--- config.mk ---
export PLATFORM = sky130hd
export DESIGN_NAME = gre_header_parser_top
export DESIGN_NICKNAME = d
export VERILOG_FILES = /design/src/rtl/core/gre_hdr_pkg.sv /design/src/rtl/core/gre_header_parser_top.sv /design/src/rtl/core/gre_hdr_capture.sv /design/src/rtl/core/gre_hdr_result.sv
export SDC_FILE = /design/constraint.sdc
export NUM_CORES = 1
export LEC_CHECK = 0
export BUFFER_PORTS_ARGS = -buffer_cell sky130_fd_sc_hd__buf_2
export CAP_MARGIN = 25
export CORE_MARGIN = 2
export CORE_UTILIZATION = 45
export DETAILED_ROUTE_END_ITERATION = 8
export HOLD_SLACK_MARGIN = 0.15
export PLACE_DENSITY_LB_ADDON = 0.1
export SYNTH_ARGS = -nofsm -noshare
export SYNTH_HDL_FRONTEND = slang
export SYNTH_HIERARCHICAL = 1
export SYNTH_SLANG_ARGS = --single-unit
--- constraint.sdc ---
create_clock -name aclk -period 5.3 [get_ports aclk]
set_input_delay 0.265 -clock aclk [delete_from_list [all_inputs] [get_ports aclk]]
set_output_delay 0.265 -clock aclk [all_outputs]
set_load 0.03 [all_outputs]
--- src/rtl/core/gre_hdr_pkg.sv ---
// gre_hdr_pkg: shared types, constants and result codes for the GRE header parser
package gre_hdr_pkg;

    // flags word bits and masks
    localparam logic [15:0] FLAG_C       = 16'h8000;
    localparam logic [15:0] FLAG_K       = 16'h2000;
    localparam logic [15:0] FLAG_S       = 16'h1000;
    localparam logic [7:0]  VER_MASK     = 8'h07;
    localparam logic [7:0]  RSV_MASK     = 8'h1F;

    // ethertypes of interest
    localparam logic [15:0] ETH_IPV4     = 16'h0800;
    localparam logic [15:0] ETH_IPV6     = 16'h86DD;
    localparam logic [15:0] ETH_ERSPAN   = 16'h22EB;

    // header geometry
    localparam logic [4:0]  BASE_HDR_LEN = 5'd4;
    localparam logic [4:0]  OPT_WORD_LEN = 5'd4;
    localparam logic [15:0] COUNT_MAX    = 16'hFFFF;

    // status codes
    localparam logic STATUS_PARSED    = 1'b0;
    localparam logic STATUS_TRUNCATED = 1'b1;

    // conformance grades
    localparam logic [1:0] CONF_SHORT     = 2'd0;
    localparam logic [1:0] CONF_NONZERO   = 2'd1;
    localparam logic [1:0] CONF_COMPLIANT = 2'd2;

    // payload kinds
    localparam logic [2:0] KIND_TRUNCATED = 3'd0;
    localparam logic [2:0] KIND_ERSPAN    = 3'd1;
    localparam logic [2:0] KIND_KEEPALIVE = 3'd2;
    localparam logic [2:0] KIND_IPV4      = 3'd3;
    localparam logic [2:0] KIND_IPV6      = 3'd4;
    localparam logic [2:0] KIND_OTHER     = 3'd5;

    // input word
    typedef struct packed {
        logic [7:0] data_byte;
        logic       last_byte;
    } in_word_t;

    // result word
    typedef struct packed {
        logic        status;
        logic        checksum_flag;
        logic        key_flag;
        logic        sequence_flag;
        logic [2:0]  version_number;
        logic [15:0] ether_type;
        logic [15:0] checksum_value;
        logic [31:0] key_value;
        logic [31:0] sequence_value;
        logic [15:0] payload_length;
        logic [1:0]  conformance;
        logic [2:0]  payload_kind;
    } out_word_t;

    // captured header state of one packet
    typedef struct packed {
        logic [15:0] byte_count;
        logic [15:0] flags_word;
        logic [15:0] protocol_word;
        logic [15:0] checksum_word;
        logic [31:0] key_word;
        logic [31:0] sequence_word;
    } hdr_state_t;

endpackage

--- src/rtl/core/gre_header_parser_top.sv ---
// gre_header_parser_top: GRE header parser, one byte per word in, one result word per packet out
//
//   channel   direction  payload       word
//   s_        in         in_word_t     one packet byte plus last flag
//   m_        out        out_word_t    parsed header fields of one packet
//
// one byte is taken every cycle while s_ready is high; the capture registers
// update in the cycle the byte is accepted.
// the result of a packet appears on m_ in the cycle after its last byte is accepted.
// s_ready drops only while a result waits in the output register and m_ready is low.
// reset (aresetn low, synchronous) clears the capture state and the output valid.
module gre_header_parser_top
    import gre_hdr_pkg::*;
(
    input  logic      aclk,
    input  logic      aresetn,
    input  logic      s_valid,
    output logic      s_ready,
    input  in_word_t  s_word,
    output logic      m_valid,
    input  logic      m_ready,
    output out_word_t m_word
);

    logic       accept;
    hdr_state_t state_next;
    out_word_t  result;
    logic       m_valid_reg;
    out_word_t  m_word_reg;

    assign s_ready = !m_valid_reg || m_ready;
    assign accept  = s_valid && s_ready;

    // byte counting and field capture
    gre_hdr_capture u_capture (
        .aclk       (aclk),
        .aresetn    (aresetn),
        .accept     (accept),
        .in_word    (s_word),
        .state_next (state_next)
    );

    // result from the state including the current byte
    gre_hdr_result u_result (
        .hdr    (state_next),
        .result (result)
    );

    // output register valid
    always_ff @(posedge aclk) begin
        if (!aresetn) begin
            m_valid_reg <= 1'b0;
        end else if (accept && s_word.last_byte) begin
            m_valid_reg <= 1'b1;
        end else if (m_ready) begin
            m_valid_reg <= 1'b0;
        end
    end

    // output register payload
    always_ff @(posedge aclk) begin
        if (accept && s_word.last_byte) begin
            m_word_reg <= result;
        end
    end

    assign m_valid = m_valid_reg;
    assign m_word  = m_word_reg;

endmodule

--- src/rtl/core/gre_hdr_capture.sv ---
// gre_hdr_capture: byte counter and header field capture registers
module gre_hdr_capture
    import gre_hdr_pkg::*;
(
    input  logic       aclk,
    input  logic       aresetn,
    input  logic       accept,
    input  in_word_t   in_word,
    output hdr_state_t state_next
);

    hdr_state_t state_reg;

    logic [15:0] pos;
    logic        c_bit;
    logic        k_bit;
    logic        s_bit;
    logic        pos_small;
    logic [4:0]  pos5;
    logic [4:0]  key_off;
    logic [4:0]  seq_off;
    logic        in_csum;
    logic        in_key;
    logic        in_seq;
    logic [7:0]  b;

    assign pos   = state_reg.byte_count;
    assign b     = in_word.data_byte;
    assign c_bit = |(state_reg.flags_word & FLAG_C);
    assign k_bit = |(state_reg.flags_word & FLAG_K);
    assign s_bit = |(state_reg.flags_word & FLAG_S);

    // offsets of the optional words within the header
    assign pos_small = (pos[15:5] == 11'd0);
    assign pos5      = pos[4:0];
    assign key_off   = BASE_HDR_LEN + (c_bit ? OPT_WORD_LEN : 5'd0);
    assign seq_off   = key_off + (k_bit ? OPT_WORD_LEN : 5'd0);
    assign in_csum   = c_bit && pos_small
                       && (pos5 == BASE_HDR_LEN || pos5 == BASE_HDR_LEN + 5'd1);
    assign in_key    = k_bit && pos_small
                       && pos5 >= key_off && pos5 < key_off + OPT_WORD_LEN;
    assign in_seq    = s_bit && pos_small
                       && pos5 >= seq_off && pos5 < seq_off + OPT_WORD_LEN;

    // next state after taking this byte
    always_comb begin
        state_next = state_reg;
        if (pos < 16'd2) begin
            state_next.flags_word = {state_reg.flags_word[7:0], b};
        end else if (pos < 16'd4) begin
            state_next.protocol_word = {state_reg.protocol_word[7:0], b};
        end else begin
            if (in_csum) begin
                state_next.checksum_word = {state_reg.checksum_word[7:0], b};
            end
            if (in_key) begin
                state_next.key_word = {state_reg.key_word[23:0], b};
            end
            if (in_seq) begin
                state_next.sequence_word = {state_reg.sequence_word[23:0], b};
            end
        end
        if (pos != COUNT_MAX) begin
            state_next.byte_count = pos + 16'd1;
        end
    end

    // state update, cleared after the last byte of a packet
    always_ff @(posedge aclk) begin
        if (!aresetn) begin
            state_reg <= '0;
        end else if (accept) begin
            if (in_word.last_byte) begin
                state_reg <= '0;
            end else begin
                state_reg <= state_next;
            end
        end
    end

endmodule

--- src/rtl/core/gre_hdr_result.sv ---
// gre_hdr_result: header length check, conformance grading and payload classification
module gre_hdr_result
    import gre_hdr_pkg::*;
(
    input  hdr_state_t hdr,
    output out_word_t  result
);

    logic        c_bit;
    logic        k_bit;
    logic        s_bit;
    logic [4:0]  hdr_len;
    logic [15:0] plen;
    logic [2:0]  ver;
    logic        flags_dirty;

    assign c_bit       = |(hdr.flags_word & FLAG_C);
    assign k_bit       = |(hdr.flags_word & FLAG_K);
    assign s_bit       = |(hdr.flags_word & FLAG_S);
    assign hdr_len     = BASE_HDR_LEN + (c_bit ? OPT_WORD_LEN : 5'd0)
                         + (k_bit ? OPT_WORD_LEN : 5'd0) + (s_bit ? OPT_WORD_LEN : 5'd0);
    assign plen        = hdr.byte_count - {11'd0, hdr_len};
    assign ver         = hdr.flags_word[2:0] & VER_MASK[2:0];
    // reserved bits sit just above the version
    assign flags_dirty = ((hdr.flags_word[7:3] & RSV_MASK[4:0]) != 5'd0) || (ver != 3'd0);

    always_comb begin
        result             = '0;
        result.status      = STATUS_TRUNCATED;
        result.conformance = CONF_SHORT;
        result.payload_kind = KIND_TRUNCATED;
        if (hdr.byte_count >= {11'd0, BASE_HDR_LEN}) begin
            result.conformance = flags_dirty ? CONF_NONZERO : CONF_COMPLIANT;
            if (hdr.byte_count >= {11'd0, hdr_len}) begin
                result.status         = STATUS_PARSED;
                result.checksum_flag  = c_bit;
                result.key_flag       = k_bit;
                result.sequence_flag  = s_bit;
                result.version_number = ver;
                result.ether_type     = hdr.protocol_word;
                result.checksum_value = c_bit ? hdr.checksum_word : 16'd0;
                result.key_value      = k_bit ? hdr.key_word : 32'd0;
                result.sequence_value = s_bit ? hdr.sequence_word : 32'd0;
                result.payload_length = plen;
                // payload kind, first match wins
                if (hdr.protocol_word == ETH_ERSPAN) begin
                    result.payload_kind = KIND_ERSPAN;
                end else if (hdr.protocol_word == 16'd0 && plen == 16'd0) begin
                    result.payload_kind = KIND_KEEPALIVE;
                end else if (hdr.protocol_word == ETH_IPV4) begin
                    result.payload_kind = KIND_IPV4;
                end else if (hdr.protocol_word == ETH_IPV6) begin
                    result.payload_kind = KIND_IPV6;
                end else begin
                    result.payload_kind = KIND_OTHER;
                end
            end
        end
    end

endmodule

==> results of run 1 <==
[where the power goes]
group          internal [uW]  total, uW  switching [uW]
Combinational           72.5        285             213
Sequential              2040       2060            14.1
Clock                   1140       1910             764
Total                   3260       4250             991
[routing by layer]
layer | global-route usage | wire length (um)
met4 | 0.0514 | 658
met3 | 0.0259 | 1340
met1 | 0.289 | 13700
met2 | 0.331 | 13700
met5 | 0 | 0
[worst paths after layout]
check,depth (start not counted),endpoint,slack (ns)
worst max register to register,19,m_word[72],0.55
worst min-delay path,4,u_capture/pos[12],0.27
worst max-delay path,19,m_word[72],0.55
worst min register to register,2,u_capture/state_reg[28],0.47
[cell type report]
type	count	share of cell area
repair buffers	172	0.0705
clock inverters	11	0.00997
flip-flops and latches	248	0.441
well taps	341	0.0303
clock buffers	39	0.0541
inverters	21	0.00561
multi-input cells	822	0.388
[critical path, delay by kind of cell, from the launching register on]
kind                     cells  cell delay [ns]
AO/OA/AOI/OAI                3             0.44
adder cells (fa/ha/maj)      4             1.01
buffers and inverters        6             1.05
flip-flops                   1             0.36
AND/OR/NAND/NOR              6             1.63
[through the flow]
step	std cells	cell area (um2)	hold slack [ns]
detailed placement	1594	13100	0.460
CTS	1654	14100	0.259
floorplan	1182	12100	0.415
global placement	1591	13000	0.450
finish	1654	14100	0.269
global route	1654	14100	0.301
==> run summary, run 1 <==
Drt via density: 5.44
Area growth from synthesis to layout: 16.2%
Ports: 139
Post-CTS Hold Buffers: 10
Max reg flops: 124
WP data arrival: 5.04 ns
Worst setup startpoint: u_capture/pos[7]
Die Y-Extent: 168 um
R2R Path Start: u_capture/pos[7]
Core ar.: 26700 um2
Final Hold Fails: 0
Final wirelength: 29.4 mm
Number of antenna diodes: 0
Nets: 1327
Starting Density: 0.454
Number of setup buffers added after CTS: 0
Vias in the first global route: 8518
Leakage: 0.00544 uW
Gpl congestion: 0.806
Crit Path Class: flip-flop to flip-flop
Fmax: 210 MHz
Min-Delay Path Class: primary input to flip-flop
Row cnt: 60
Worst Path Max Fanout: 39
Setup slack after placement: 0.516 ns
Setup violators final: 0
Via Count: 9003
Clock-pin slew of the registers on the worst-case setup and hold paths: 0.06 ns
Per-cell routed wire length: 17.8 um
ANT nets after route: 0
Global route total overflow: 0
Total GRT Usage: 0.203
Layout cells sized above 1: 0.225
Status: finished clean
DRC: 0
Clock sink total: 248
Initial drt markers: 767
Most frequent cells in the layout: 161 x nand2_1, 138 x buf_2, 124 x dfxtp_1, 124 x edfxtp_1, 84 x and2_1
TritonCTS buffer count: 27
Crit-path cells: or4_1, nor4_2, buf_4, nand2_1, o21ai_0, inv_1, ha_1, inv_1, ha_1, ha_1, inv_1, ha_1, o211ai_1, nand2_1, a31oi_4, buf_4, nor2_1, buf_4, and2_1
CP max stage cell: or4_1
Die outline area: 28200 um2
Setup TNS: 0 ns
Initial antenna violation count: 0
Core Util, Final: 0.528
Startpoint types: flip-flop
Setup Skew: 0.00820 ns
PD cells: 302 nW/um2
Syn Nets: 1217
CTS resizes: 0
Final Max Tran Viols: 0
Worst-margin pin slew: 0.959 ns
Cell repeated most along the worst path: ha_1
CTS tree: yes
Buffers on Ports: 138
Maximum vdd ir drop: 0.221 mV
Multi-input gate area: 5460 um2
RSZ-0062 raised after global routing: false
Overall power: 4250 uW
Clock buffer depth: 3
Largest net degree at the start of global routing: 73
CP Capture Type: flip-flop
Max-Slew Margin vs Limit: 0.360
Crit share post-route: 0.897
Commonest non-fill, non-tap cell in the layout: nand2_1
Hold path startpoint: s_valid
Filler Cell Count: 2395
Post-synthesis instance area: 12100 um2
Largest stage delay on the critical path: 0.62 ns
Die width: 168 um
First-pass GRT wire length: 46.8 mm
Post-layout min period: 4.75 ns
Final WS setup: 0.547 ns
Critical path required time: 5.59 ns
Max-cap viol count: 0
Syn. warnings: 6
Cell count after synthesis: 1182
# H-tree levels: 1
DP HPWL: 18.9 mm
Synthesized area per cell: 10.2 um2
Worst-Skew Late Latency: 0.54 ns
Register area: 6210 um2
DR pass1 iterations: 5
Clock Tree Root: clkbuf_16
(Power assumes the default switching activity.)
==> run 2: changes to the inputs <==
GPL_ROUTABILITY_DRIVEN = 0   (was unset)
SYNTH_HIERARCHICAL = unset   (was 1)
==> run summary, run 2 <==
Status: finished clean
PD cells: 310 nW/um2
Synth area leader: edfxtp_1
Crit share post-route: 0.925
Register area share after synthesis: 0.529
Setup violators final: 0
Die width: 165 um
Final Max Tran Viols: 0
Max-cap viol count: 0
RSZ-0062 raised after global routing: false
Overall power: 4240 uW
Min-Delay Path Class: primary input to flip-flop
Row cnt: 59
Starting Density: 0.454
Post-synthesis instance area: 11700 um2
Most frequent cells in the layout: 169 x nand2_1, 137 x buf_2, 130 x nor2b_1
Startpoint types: flip-flop
# placed instances: 1598
Clock-pin slew of the registers on the worst-case setup and hold paths: 0.06 ns
Initial drt markers: 816
Mux share of post-synthesis cell area: 0.0371
Die outline area: 27400 um2
#FFs+latches synth: 248
CP Capture Type: flip-flop
Final Hold Fails: 0
Met2 Track Usage GR: 0.344
Maximum vdd ir drop: 0.242 mV
Syn Nets: 1211
Gr busiest metal: met2
Commonest non-fill, non-tap cell in the layout: nand2_1
Synth top area cells: edfxtp_1 32%, dfxtp_1 21%, a22oi_1 7.4%
Ports: 139
Xor and xnor area share after synthesis: 0.0112
Vias in the first global route: 8515
Setup Skew: 0.0156 ns
CTS tree: yes
Global route total overflow: 0
Max reg flops: 124
First-pass GRT wire length: 48.0 mm
Clock Tree Root: clkbuf_16
Total GRT Usage: 0.222
Setup TNS: 0 ns
Area growth from synthesis to layout: 16.7%
Post-CTS Hold Buffers: 1
Hold_ws: 0.198 ns
Per-cell routed wire length: 18.6 um
Ys flop type: edfxtp_1
GR met3 Demand/Resource: 0.0302
Post-route insts no fill: 1654
# H-tree levels: 1
Nets: 1331
Synth top cells by count: 169 x nand2_1, 130 x nor2b_1, 124 x dfxtp_1, 124 x edfxtp_1, 115 x a22oi_1
Via Count: 9190
Adder-Cell Fraction of Synth Area: 0.0235
Crit Path Class: flip-flop to flip-flop
Post-layout min period: 4.90 ns
R2R Setup Slk: 0.40 ns
Met1 Resource Use GR: 0.328
Final wirelength: 30.7 mm
DRC: 0
Simple-Gate Fraction of Synth Area: 0.212
Clock sink total: 248
Setup slack after placement: 0.519 ns
DR pass1 iterations: 6
Largest net degree at the start of global routing: 125
Number of antenna diodes: 0
Critical path required time: 5.59 ns
Final WS setup: 0.395 ns
Count leader, synth: nand2_1
Worst-Skew Late Latency: 0.55 ns
TritonCTS buffer count: 29
Compound-Gate Fraction of Synth Area: 0.147
Main combinational cell family by area after synthesis: simple AND/OR/NAND/NOR gates
Worst Path Max Fanout: 14
Layout cells sized above 1: 0.182
Number of synthesized flops with an enable pin: 124
Number of setup buffers added after CTS: 0
Initial antenna violation count: 0
CTS resizes: 0
Syn. warnings: 0
Drt via density: 5.56
Die Y-Extent: 165 um
Clock buffer depth: 3
Max-Slew Margin vs Limit: 0.285
Cell variety after synth: 68
Buffers on Ports: 138
Post-synth ARST share: 0
Fmax: 204 MHz
Leakage: 0.00465 uW
Worst-margin pin slew: 1.07 ns
ANT nets after route: 0
Cell count after synthesis: 1176
DP HPWL: 19.8 mm
Synthesized area per cell: 9.97 um2
Core ar.: 25800 um2
Post-synth top area share: 0.317
WP data arrival: 5.19 ns
run 2: per-layer routing:
| layer | wire (um) | vias up |
|---|---|---|
| li1 | - | 4454 |
| met1 | 14500 | 4394 |
| met2 | 13800 | 291 |
| met3 | 1740 | 51 |
| met4 | 687 | 0 |
| met5 | 0 | - |
run 2: cell type report:
type                    instances  area [um2]
fillers                      2406       12100
flip-flops and latches        248        6210
multi-input cells             827        5090
repair buffers                168         982
clock buffers                  47         843
well taps                     335         419
inverters                      22        85.1
clock inverters                 7        62.6
run 2: path summary, 6_finish.rpt:
path	start	endpoint	cells past startpoint
worst min-delay path	s_word[4]	m_word[104]	3
worst max register to register	u_capture.pos[7]	m_word[2]	18
worst min register to register	u_capture.state_reg[31]	u_capture.state_reg[31]	2
worst max-delay path	u_capture.pos[7]	m_word[2]	18
run 2: worst max-delay path, stage by stage, from the launching register on:
cell and delay (ns):
dfxtp_1 0.40, nor4_1 0.58, nand3_1 0.19, or3_1 0.44
buf_4 0.20, nor2_1 0.11, a21oi_1 0.05, ha_1 0.19
ha_1 0.27, inv_1 0.04, ha_1 0.30, nor2b_1 0.16
o21ai_0 0.29, nand2_1 0.15, a211o_1 0.33, nor3_1 0.22
o2bb2a_1 0.27, o32ai_1 0.39, nor2_1 0.08
run 2: cells by family after synthesis:
kind of cell             count (synthesis)
XOR/XNOR                                15
flip-flops                             248
multiplexers                            43
AO/OA/AOI/OAI                          259
adder cells (fa/ha/maj)                 22
buffers and inverters                  101
AND/OR/NAND/NOR                        488
run 2: power by group:
group,internal [uW],switching (uW)
registers,2040,14.8
logic,81.5,204
clock network,1130,765
run 2: stage by stage:
stage / instance area (um2) / utilization
2_1_floorplan: 11700 / -
3_3_place_gp: 12700 / 0.493
3_5_place_dp: 12700 / 0.493
4_1_cts: 13700 / 0.529
5_1_grt: 13700 / 0.530
6_report: 13700 / 0.530
==> run 3: changes to the inputs <==
==> constraint.sdc (replaced) <==
create_clock -name aclk -period 5.3 [get_ports aclk]
set_input_delay 0.53 -clock aclk [delete_from_list [all_inputs] [get_ports aclk]]
set_output_delay 0.53 -clock aclk [all_outputs]
set_load 0.03 [all_outputs]
==> run summary, run 3 (synthesized netlist as in run 2, its figures left out) <==
CTS tree: yes
Hold_ws: 0.293 ns
Vias in the first global route: 8376
Core ar.: 25800 um2
Row cnt: 59
ANT nets after route: 0
Max-Slew Margin vs Limit: 0.326
Combinational power share: 0.069
Startpoint types: flip-flop
Clock sink total: 248
Global route total overflow: 0
TritonCTS buffer count: 27
Worst-margin pin slew: 1.01 ns
R2R Setup Slk: 0.43 ns
Clock-pin slew of the registers on the worst-case setup and hold paths: 0.06 ns
DP HPWL: 19.8 mm
Overall power: 4140 uW
Buffers on Ports: 138
RSZ-0062 raised after global routing: false
Critical path required time: 5.59 ns
Number of antenna diodes: 0
Fmax: 205 MHz
Setup violators final: 0
Initial drt markers: 842
Clock Tree Root: clkbuf_16
Most frequent cells in the layout: 169 x nand2_1, 137 x buf_2, 130 x nor2b_1
WP data arrival: 5.16 ns
Die width: 165 um
Core Util, Final: 0.528
Starting Density: 0.454
Clock buffer depth: 3
Initial antenna violation count: 0
Leakage: 0.00462 uW
Post-layout min period: 4.87 ns
Ports: 139
Pint: 3160 uW
Max-cap viol count: 0
Final Max Tran Viols: 0
Min-Delay Path Class: primary input to flip-flop
Die outline area: 27400 um2
DR pass1 iterations: 6
Crit share post-route: 0.918
CP Capture Type: flip-flop
Number of setup buffers added after CTS: 0
Final Hold Fails: 0
Maximum vdd ir drop: 0.226 mV
Total GRT Usage: 0.222
PD cells: 304 nW/um2
Setup TNS: 0 ns
Setup Skew: 0.0202 ns
Nets: 1330
Post-CTS Hold Buffers: 0
Status: finished clean
Die Y-Extent: 165 um
Drt via density: 5.55
First-pass GRT wire length: 47.9 mm
Layout cells sized above 1: 0.181
Area growth from synthesis to layout: 16.3%
Worst-Skew Late Latency: 0.55 ns
Crit Path Class: flip-flop to flip-flop
# H-tree levels: 1
Seq pwr share: 0.497
Per-cell routed wire length: 18.5 um
Largest net degree at the start of global routing: 125
Max reg flops: 124
Final wirelength: 30.6 mm
Clock Power Share: 0.434
CTS resizes: 0
Commonest non-fill, non-tap cell in the layout: nand2_1
Worst Path Max Fanout: 9
Via Count: 9155
Sw frac: 0.236
Switching pwr: 980 uW
DRC: 0
-- run 3: cell types whose count changed in the layout (fill, tap and decap cells not counted) --
cell	previous run	this run
buf_4	25	26
buf_6	1	2
clkbuf_1	13	11
clkbuf_16	29	27
clkbuf_8	5	3
clkinv_1	1	3
clkinv_2	4	3
clkinv_4	0	1
dlygate4sd3_1	1	0
inv_16	0	1
inv_6	1	0
-- run 3: cell type report --
type,count,area [um2]
Sequential cell,248,6210
Multi-Input combinational cell,827,5090
Clock buffer,41,758
Tap cell,335,419
Fill cell,2430,12200
Inverter,22,85.1
Timing Repair Buffer,169,991
Clock inverter,9,85.1
-- run 3: worst paths after layout --
path / startpoint / endpoint / cells past startpoint
worst max-delay path: u_capture.pos[7] / m_word[2] / 17
worst min-delay path: aresetn / u_capture.state_reg[72] / 2
worst max register to register: u_capture.pos[7] / m_word[2] / 17
worst min register to register: u_capture.state_reg[28] / u_capture.state_reg[28] / 2
-- run 3: power groups by stage --
stage / combinational (uW) / clock, uW / sequential [uW]
after floorplan: 122 / 0 / 2170
after CTS: 286 / 1840 / 2060
final: 286 / 1800 / 2060
after global placement: 282 / 0 / 2100
after detailed placement: 285 / 0 / 2100
after global routing: 309 / 1920 / 2060
-- run 3: through the flow --
stage	instance area [um2]	std cells	worst slack (ns)
after floorplan	11700	1176	0.814
after global placement	12700	1598	0.641
after detailed placement	12800	1600	0.576
after CTS	13600	1650	0.515
after global routing	13600	1651	0.0810
final	13600	1651	0.433
-- run 3: worst max-delay path: stages, from the launching register on --
cell	delay (ns)
dfxtp_1	0.38
nor4_1	0.58
nand3_1	0.20
or3_1	0.44
mux2i_1	0.27
inv_1	0.08
ha_1	0.20
ha_1	0.27
inv_1	0.04
ha_1	0.30
nor2b_1	0.17
o21ai_0	0.36
nand2_1	0.15
a211o_1	0.32
nor3_1	0.19
o2bb2a_1	0.27
o32ai_1	0.33
nor2_1	0.07
-- run 3: layer usage --
layer  vias up  part of all wire  GRT usage
met2       291              0.45      0.342
met1      4376              0.47      0.332
li1       4465                 -          -
met5         -                 0          0
met3        23             0.061     0.0315
met4         0             0.013     0.0490
